### src/rtl/core/esc_pkg.sv
// ----------------------------------------------------------------------------
// esc_pkg
// Shared types, character codes and saturating depth helpers for the
// expression simplicity checker.
// ----------------------------------------------------------------------------
package esc_pkg;

    localparam int DEPTH_WIDTH = 8;

    typedef logic signed [DEPTH_WIDTH-1:0] t_depth;

    localparam t_depth DEPTH_MAX  = t_depth'((1 << (DEPTH_WIDTH - 1)) - 1);
    localparam t_depth DEPTH_MIN  = t_depth'(1 << (DEPTH_WIDTH - 1));
    localparam t_depth DEPTH_ZERO = t_depth'(0);

    // Character codes
    localparam logic [7:0] CH_LPAREN = 8'h28;
    localparam logic [7:0] CH_RPAREN = 8'h29;
    localparam logic [7:0] CH_LSQ    = 8'h5B;
    localparam logic [7:0] CH_RSQ    = 8'h5D;
    localparam logic [7:0] CH_LBRACE = 8'h7B;
    localparam logic [7:0] CH_RBRACE = 8'h7D;
    localparam logic [7:0] CH_LT     = 8'h3C;
    localparam logic [7:0] CH_GT     = 8'h3E;
    localparam logic [7:0] CH_BSLASH = 8'h5C;
    localparam logic [7:0] CH_DQUOTE = 8'h22;
    localparam logic [7:0] CH_SQUOTE = 8'h27;
    localparam logic [7:0] CH_SPACE  = 8'h20;
    localparam logic [7:0] CH_TAB    = 8'h09;
    localparam logic [7:0] CH_STAR   = 8'h2A;
    localparam logic [7:0] CH_SLASH  = 8'h2F;
    localparam logic [7:0] CH_PLUS   = 8'h2B;
    localparam logic [7:0] CH_MINUS  = 8'h2D;
    localparam logic [7:0] CH_CARET  = 8'h5E;
    localparam logic [7:0] CH_BANG   = 8'h21;
    localparam logic [7:0] CH_PCT    = 8'h25;
    localparam logic [7:0] CH_PIPE   = 8'h7C;
    localparam logic [7:0] CH_AMP    = 8'h26;
    localparam logic [7:0] CH_EQ     = 8'h3D;

    // Token classes produced by the front end
    typedef logic [3:0] t_cls;
    localparam t_cls CLS_OTHER  = 4'd0;
    localparam t_cls CLS_BLANK  = 4'd1;
    localparam t_cls CLS_DQUOTE = 4'd2;
    localparam t_cls CLS_LPAREN = 4'd3;
    localparam t_cls CLS_RPAREN = 4'd4;
    localparam t_cls CLS_LSQ    = 4'd5;
    localparam t_cls CLS_RSQ    = 4'd6;
    localparam t_cls CLS_LT     = 4'd7;
    localparam t_cls CLS_GT     = 4'd8;
    localparam t_cls CLS_LBRACE = 4'd9;
    localparam t_cls CLS_RBRACE = 4'd10;
    localparam t_cls CLS_OP     = 4'd11;

    typedef struct packed {
        t_cls cls;
        logic last;
    } t_token;

    // Pending angle codes
    localparam logic [1:0] PEND_NONE = 2'd0;
    localparam logic [1:0] PEND_LT   = 2'd1;
    localparam logic [1:0] PEND_GT   = 2'd2;

    // Verdict codes
    localparam logic [2:0] V_COMPLEX = 3'd0;
    localparam logic [2:0] V_SIMPLE  = 3'd1;
    localparam logic [2:0] V_QUOTE   = 3'd2;
    localparam logic [2:0] V_PAREN   = 3'd3;
    localparam logic [2:0] V_SQUARE  = 3'd4;
    localparam logic [2:0] V_LIST    = 3'd5;
    localparam logic [2:0] V_BRACE   = 3'd6;

    function automatic t_depth sat_inc(input t_depth v);
        return (v == DEPTH_MAX) ? v : t_depth'(v + t_depth'(1));
    endfunction

    function automatic t_depth sat_dec(input t_depth v);
        return (v == DEPTH_MIN) ? v : t_depth'(v - t_depth'(1));
    endfunction

endpackage

### src/rtl/core/esc_back.sv
// ----------------------------------------------------------------------------
// esc_back
// Applies tokens to the quote flag, nesting depths and pending angle, and
// registers one verdict per string.
// ----------------------------------------------------------------------------
module esc_back (
    input  logic            i_clk,
    input  logic            i_rst_n,
    input  logic            i_valid,
    input  esc_pkg::t_token i_token,
    output logic            o_pop,
    output logic            o_valid,
    input  logic            i_ready,
    output logic [2:0]      o_verdict
);
    import esc_pkg::*;

    logic       r_in_quote, n_in_quote;
    t_depth     r_paren,  n_paren;
    t_depth     r_square, n_square;
    t_depth     r_list,   n_list;
    t_depth     r_brace,  n_brace;
    logic [1:0] r_pend,   n_pend;
    logic       r_op,     n_op;
    logic       r_out_valid;
    logic       n_out_valid;
    logic [2:0] r_verdict;
    logic [2:0] verdict;
    logic       handled;
    t_cls       cls;

    assign cls = i_token.cls;

    // Non-final tokens never wait; a final one waits for the output slot.
    assign o_pop = i_valid && (!i_token.last || !r_out_valid || i_ready);

    always_comb begin
        n_in_quote = r_in_quote;
        n_paren    = r_paren;
        n_square   = r_square;
        n_list     = r_list;
        n_brace    = r_brace;
        n_pend     = r_pend;
        n_op       = r_op;
        handled    = 1'b0;

        if (!r_op) begin
            if (r_pend == PEND_LT || r_pend == PEND_GT) begin
                n_pend = PEND_NONE;
                if (r_pend == PEND_LT && cls == CLS_LT) begin
                    n_list = sat_inc(r_list);
                    if (n_list == DEPTH_ZERO && r_brace == DEPTH_ZERO) begin
                        n_op = 1'b1;
                    end
                    handled = 1'b1;
                end else if (r_pend == PEND_GT && cls == CLS_GT) begin
                    n_list  = sat_dec(r_list);
                    handled = 1'b1;
                end else if (r_list == DEPTH_ZERO && r_brace == DEPTH_ZERO) begin
                    // lone angle at top level is an operator
                    n_op    = 1'b1;
                    handled = 1'b1;
                end
            end

            if (!handled) begin
                n_pend = PEND_NONE;
                if (cls == CLS_DQUOTE) begin
                    n_in_quote = !r_in_quote;
                end
                if (!n_in_quote) begin
                    if (cls == CLS_LPAREN) begin
                        n_paren = sat_inc(r_paren);
                    end
                    if (cls == CLS_RPAREN) begin
                        n_paren = sat_dec(r_paren);
                    end else if (n_paren == DEPTH_ZERO) begin
                        if (cls == CLS_LSQ) begin
                            n_square = sat_inc(r_square);
                        end
                        if (cls == CLS_RSQ) begin
                            n_square = sat_dec(r_square);
                        end else if (n_square == DEPTH_ZERO) begin
                            if (cls == CLS_LT || cls == CLS_GT) begin
                                if (i_token.last) begin
                                    if (r_list == DEPTH_ZERO && r_brace == DEPTH_ZERO) begin
                                        n_op = 1'b1;
                                    end
                                end else begin
                                    n_pend = (cls == CLS_LT) ? PEND_LT : PEND_GT;
                                end
                            end else if (r_list == DEPTH_ZERO) begin
                                if (cls == CLS_LBRACE) begin
                                    n_brace = sat_inc(r_brace);
                                end
                                if (cls == CLS_RBRACE) begin
                                    n_brace = sat_dec(r_brace);
                                end else if (n_brace == DEPTH_ZERO && cls == CLS_OP) begin
                                    n_op = 1'b1;
                                end
                            end
                        end
                    end
                end
            end
        end
    end

    always_comb begin
        if (n_op) begin
            verdict = V_COMPLEX;
        end else if (n_in_quote) begin
            verdict = V_QUOTE;
        end else if (n_paren != DEPTH_ZERO) begin
            verdict = V_PAREN;
        end else if (n_square != DEPTH_ZERO) begin
            verdict = V_SQUARE;
        end else if (n_list != DEPTH_ZERO) begin
            verdict = V_LIST;
        end else if (n_brace != DEPTH_ZERO) begin
            verdict = V_BRACE;
        end else begin
            verdict = V_SIMPLE;
        end
    end

    // Drain the output slot on a handshake, refill it with a final token.
    always_comb begin
        n_out_valid = r_out_valid;
        if (r_out_valid && i_ready) begin
            n_out_valid = 1'b0;
        end
        if (o_pop && i_token.last) begin
            n_out_valid = 1'b1;
        end
    end

    always_ff @(posedge i_clk) begin
        if (!i_rst_n) begin
            r_in_quote  <= 1'b0;
            r_paren     <= DEPTH_ZERO;
            r_square    <= DEPTH_ZERO;
            r_list      <= DEPTH_ZERO;
            r_brace     <= DEPTH_ZERO;
            r_pend      <= PEND_NONE;
            r_op        <= 1'b0;
            r_out_valid <= 1'b0;
        end else begin
            r_out_valid <= n_out_valid;
            if (o_pop) begin
                if (i_token.last) begin
                    // start the next string from a clean state
                    r_in_quote  <= 1'b0;
                    r_paren     <= DEPTH_ZERO;
                    r_square    <= DEPTH_ZERO;
                    r_list      <= DEPTH_ZERO;
                    r_brace     <= DEPTH_ZERO;
                    r_pend      <= PEND_NONE;
                    r_op        <= 1'b0;
                end else begin
                    r_in_quote <= n_in_quote;
                    r_paren    <= n_paren;
                    r_square   <= n_square;
                    r_list     <= n_list;
                    r_brace    <= n_brace;
                    r_pend     <= n_pend;
                    r_op       <= n_op;
                end
            end
        end
    end

    always_ff @(posedge i_clk) begin
        if (o_pop && i_token.last) begin
            r_verdict <= verdict;
        end
    end

    assign o_valid   = r_out_valid;
    assign o_verdict = r_verdict;

endmodule

### config.mk
export PLATFORM = sky130hd
export DESIGN_NAME = esc_back
export DESIGN_NICKNAME = d
export VERILOG_FILES = /design/src/rtl/core/esc_pkg.sv /design/src/rtl/core/esc_back.sv
export SDC_FILE = /design/constraint.sdc
export NUM_CORES = 1
export LEC_CHECK = 0
export BUFFER_PORTS_ARGS = -buffer_cell sky130_fd_sc_hd__buf_2
export CAP_MARGIN = 25
export CORE_MARGIN = 2
export CORE_UTILIZATION = 64
export DETAILED_ROUTE_END_ITERATION = 8
export GPL_ROUTABILITY_DRIVEN = 0
export PLACE_DENSITY = 0.82
export SYNTH_ARGS = -nofsm -noshare
export SYNTH_HDL_FRONTEND = slang
export SYNTH_SLANG_ARGS = --single-unit
### constraint.sdc
create_clock -name i_clk -period 3.9 [get_ports i_clk]
set_input_delay 0.39 -clock i_clk [delete_from_list [all_inputs] [get_ports i_clk]]
set_output_delay 0.39 -clock i_clk [all_outputs]
set_load 0.03 [all_outputs]
## Word-level counts from Yosys, hierarchy flattened

Cells that the tools add are included.

| storage, ports and cells | value |
|---|---|
| register bits | 40 |
| input port bits | 9 |

| cells by class | value |
|---|---|
| add/sub/neg operators | 8 |
| equal/unequal tests | 22 |
| mux-type cells | 103 |
| reduce and logical (&&, ||, !) cells | 29 |

Operator list:

| kind | number |
|---|---|
| $mux W8 | 56 |
| $eq A8 B8 Y1 const B | 8 |
| $logic_not A8 Y1 | 6 |
| $add A8 B2 Y8 const B | 4 |
| $reduce_bool A8 Y1 | 4 |
| $sub A8 B2 Y8 const B | 4 |
| $mux W1 | 31 |
| $mux W2 | 13 |
| $eq A4 B3 Y1 const B | 4 |
| $eq A4 B4 Y1 const B | 4 |
| $mux W3 | 3 |
| $eq A4 B2 Y1 const B | 2 |
| $logic_and A1 B1 Y1 | 8 |
| $logic_or A1 B1 Y1 | 4 |
| $logic_not A1 Y1 | 3 |
| $ne A3 B3 Y1 const B | 1 |
| $reduce_and A3 Y1 | 1 |
| $reduce_or A3 Y1 | 1 |
| $eq A2 B1 Y1 const B | 1 |
| $eq A2 B2 Y1 const B | 1 |
| $ne A2 B2 Y1 const B | 1 |
| $reduce_bool A2 Y1 | 1 |
| $reduce_or A2 Y1 | 1 |

## Longest topological paths before layout

| logic depth | value |
|---|---|
| depth in word-level cells | 42 |
| gate-level depth with buffers | 15 |
| gate-level depth less buffers | 11 |

## Worst setup path before layout

OpenSTA, ideal clock, no wires.

| timing path | value |
|---|---|
| path kind | register -> register |
| start point | register r_square[0] |
| end point | register r_verdict[0], in the netlist o_verdict[0], data pin |
| library setup time | 0.158 ns |
| arrival | 3.424 ns |
| required time | 3.742 ns |
| slack | 0.318 ns |
| stages on the path, launching flop included | 14 |
| path buffers | 3 |
| period minus slack after synthesis | 3.582 ns |
| path through | dfxtp_1 > clkbuf_1 > inv_1 > ha_1 > nand2b_1 > o311a_1 > a211oi_1 > nand4_1 > or4_4 > buf_6 > buf_6 > a211o_1 > or4_1 > a211oi_2 |

| between the ends | value |
|---|---|
| word-level cells in the longest chain between the ends | 21 |

Ends and longest elaborated chain:

| what | line | RTL |
|---|---|---|
| start, declared | esc_back.sv:20 | `t_depth r_square, n_square;` |
| start signal, assigned | esc_back.sv:163 | `r_square <= n_square;` |
| $add A8 B2 Y8 / $eq A8 B8 Y1 (equally long branches) | esc_pkg.sv:76 | `return (v == DEPTH_MAX) ? v : t_depth'(v + t_depth'(1));` |
| $mux W8 | esc_pkg.sv:76 |  |
| $mux W8 | esc_back.sv:78 | `if (cls == CLS_LSQ) begin` |
| $mux W8 | esc_back.sv:77 | `end else if (n_paren == DEPTH_ZERO) begin` |
| $mux W8 | esc_back.sv:75 | `if (cls == CLS_RPAREN) begin` |
| $mux W8 | esc_back.sv:71 | `if (!n_in_quote) begin` |
| $mux W8 | esc_back.sv:66 | `if (!handled) begin` |
| $mux W8 | esc_back.sv:47 | `if (!r_op) begin` |
| [5 not listed] | - |  |
| $mux W8 | esc_back.sv:71 |  |
| $mux W8 | esc_back.sv:66 |  |
| $mux W8 | esc_back.sv:47 |  |
| $reduce_bool A8 Y1 | esc_back.sv:120 | `end else if (n_brace != DEPTH_ZERO) begin` |
| $mux W3 | esc_back.sv:120 |  |
| $mux W3 | esc_back.sv:118 | `end else if (n_list != DEPTH_ZERO) begin` |
| $mux W3 | esc_back.sv:116 | `end else if (n_square != DEPTH_ZERO) begin` |
| $mux W2 | esc_back.sv:114 | `end else if (n_paren != DEPTH_ZERO) begin` |
| end signal, assigned | esc_back.sv:175 | `r_verdict <= verdict;` |
| end, declared | esc_back.sv:27 | `logic [2:0] r_verdict;` |

Parallel ways exist; a longest one is shown, timed or not. The select of a mux whose other input is x is not followed.
A chain may end at the register's enable or synchronous reset.

## Worst setup path in the final report

Ends and elaborated chain as after synthesis.

==> impl_metrics.tcl <==
set metrics [dict create \
    grt_pass1_vias 4404 \
    worstPathArrival_ps 3840 \
    power_density_nw_per_um2 230.6 \
    skew_ps 12.58 \
    clockRootBuffer "clkbuf_8" \
    setup_tns_ps 0 \
    grt.total_usage_pct 34.35 \
    clk_pin_slew_ps 90 \
    cts_buffer_depth 2 \
    synth-edff-count 3 \
    dpl.hpwl_um 9235 \
    num_vias 5001 \
    die_w_um 87.10 \
    insertion_delay_ps 310 \
    p_sw_mw 0.3408 \
    tritoncts "done" \
    multiInputGateArea_um2 3251 \
    grt_pass1_wl_um 21320 \
    h-tree-depth 2 \
    core_um2 6719 \
    setup_viol 0 \
    cp-start-kind "flip-flop" \
    seqCellArea_um2 833.3 \
    hold_viol_final 0 \
    status "completed" \
    nFillCells 555 \
    cp_max_fo 15 \
    place_area_um2 4484 \
    leakage_nw 1.711 \
    fmax_mhz 270.8 \
    final_layout_size_suffix_gt1_share_pct 11.26 \
    crit_type "reg -> reg" \
    ys_seq_area_share_pct 18.80 \
    rsz0062_at_grt "no" \
    drt_wl_total_um 13150 \
    die_y_um 87.10 \
    via_per_inst 7.311 \
    async_flop_share_pct 0 \
    swShare_pct 31.92 \
    period_share_pct 94.70 \
    synth_area_leaders "dfxtp_1 17%, a22oi_1 4.2%, nor2b_1 4.2%, o21ai_0 4.1%, a21oi_1 3.9%" \
    yosysTopAreaCell "dfxtp_1" \
    seq_power_share_pct 41.0 \
    ios 14 \
    netlist.area_leader.share_pct 16.76 \
    clock_sinks 40 \
    port_buffers 13 \
    gr-total-overflow 0 \
    synth_nets 642 \
    p_clk_share_pct 34.8 \
    combinationalPowerShare_pct 24.2 \
    ys_seq_elements 40 \
    end_kind "flip-flop" \
    layout_common_cells "42 x nand2_1, 38 x nor2_1, 36 x o21ai_0, 35 x dfxtp_1, 34 x a21oi_1" \
    pre_cts_ws_ps 160.0 \
    whs_ps 419.2 \
    final_nets 624 \
    die_area_um2 7586 \
    final_core_util_pct 68.92 \
    synthToLayoutAreaGrowth_pct 4.785 \
    hold_class "in -> reg" \
    start_util_pct 65.77 \
    synth.avg_cell_area_um2 7.116 \
    ant_nets 0 \
    crit_required_ps 4040 \
    drc 0 \
    tightestPinTransition_ps 736.7 \
    finalWorstSetupSlack_ps 206.7 \
    internal_power_mw 0.7269 \
    design_area_um2 4631 \
    ys_types 81 \
    antenna_cells 0 \
    vdd_ir_drop_max_uv 158.4 \
    max_slew_margin_pct 50.76 \
    row_count 30 \
    layout_commonest_cell "nand2_1" \
    place_inst 676 \
    ys.flop_type "dfxtp_1" \
    drv_slew 0 \
    drv_cap 0 \
    post_drt_wl_per_cell_um 19.23 \
    final_cells 684 \
    grt_start_max_net_pins 38 \
    grt_antenna_before_repair 0 \
    yosys_warnings 0 \
    power_mw 1.068 \
    netlist_area_um2 4419 \
    syn_inst 621 \
    drt-pass1-iter-count 5 \
    cts_buffers 5 \
    min_period_ps 3693 \
    post_cts_buffers 0 \
    drt_iter0_drc 503 \
]
-- worst paths after layout --
check	startpoint	endpoint	slack, ps	cells past startpoint
setup / recovery	r_square[0]	o_verdict[0]	210	10
hold / removal	i_ready	o_valid	420	3
setup reg to reg	r_square[0]	o_verdict[0]	210	10
hold reg to reg	r_pend[1]	r_pend[1]	610	2
-- power by group through the flow --
stage	Sequential (mW)	Clock, mW	Combinational (mW)
6_report	0.437	0.372	0.259
5_1_grt	0.438	0.386	0.278
4_1_cts	0.436	0.370	0.248
3_5_place_dp	0.446	0	0.246
3_3_place_gp	0.446	0	0.241
2_1_floorplan	0.448	0	0.196
-- per-layer routing --
| metal | global-route usage [%] | wire length [um] |
|---|---|---|
| met1 | 46.15 | 5287 |
| met2 | 53.99 | 5905 |
| met3 | 7.014 | 1409 |
| met4 | 13.43 | 550 |
| met5 | 0 | 0 |
-- sequential cells by signal (all words and copies together) (netlist names) --
| register | count |
|---|---|
| r_pend | 2 |
| r_brace | 8 |
| r_paren | 8 |
| r_square | 8 |
| o_valid | 1 |
| r_in_quote | 1 |
| r_list | 8 |
| o_verdict | 3 |
| r_op | 1 |
-- cell usage after synthesis (9+ instances only) --
library cell	instances
clkbuf_1	42
a21oi_1	34
a22oi_1	25
mux2i_1	9
and3_1	11
a31oi_1	13
nor3_1	21
nor2b_1	30
dfxtp_1	37
nand4_1	18
nand2_1	42
and2_1	12
or4_1	9
o22ai_1	11
inv_1	27
ha_1	12
nor2_1	38
nand3_1	22
o21ai_0	36
-- layout make-up --
cell class                      count  share of cell area, %
Sequential cell                    40                  18.00
Clock buffer                        8                  2.648
Tap cell                           80                  2.162
Multi-Input combinational cell    495                  70.20
Timing Repair Buffer               34                  4.810
Inverter                           27                  2.189
-- timing repair --
| action | 4_1_cts | 5_1_grt |
|---|---|---|
| resized for setup | 0 | 6 |
| endpoints found under the setup margin | 0 | 3 |
| hold buffers | 0 | 0 |
-- worst max-delay path, stage by stage (launching register included) --
cell and delay [ps]:
dfxtp_2 480, ha_1 300, nand4_1 240, o311a_1 350, a211oi_1 210, nand4_1 170, or4_4 670, nand3b_1 200
a21o_1 200, or4_1 510, a211oi_2 180
-- cells by family after synthesis --
family                     after synthesis  synth area share [%]
and+or+nand+nor                        262                 34.32
muxes                                   11                 2.548
buffers and inverters                   86                 8.126
AOI/OAI and AO/OA                      201                 31.03
xor gates and xnor gates                 9                 1.784
DFF                                     40                 18.80
adders and majority gates               12                 3.397
No activity file was read; power rests on OpenSTA's default activity.
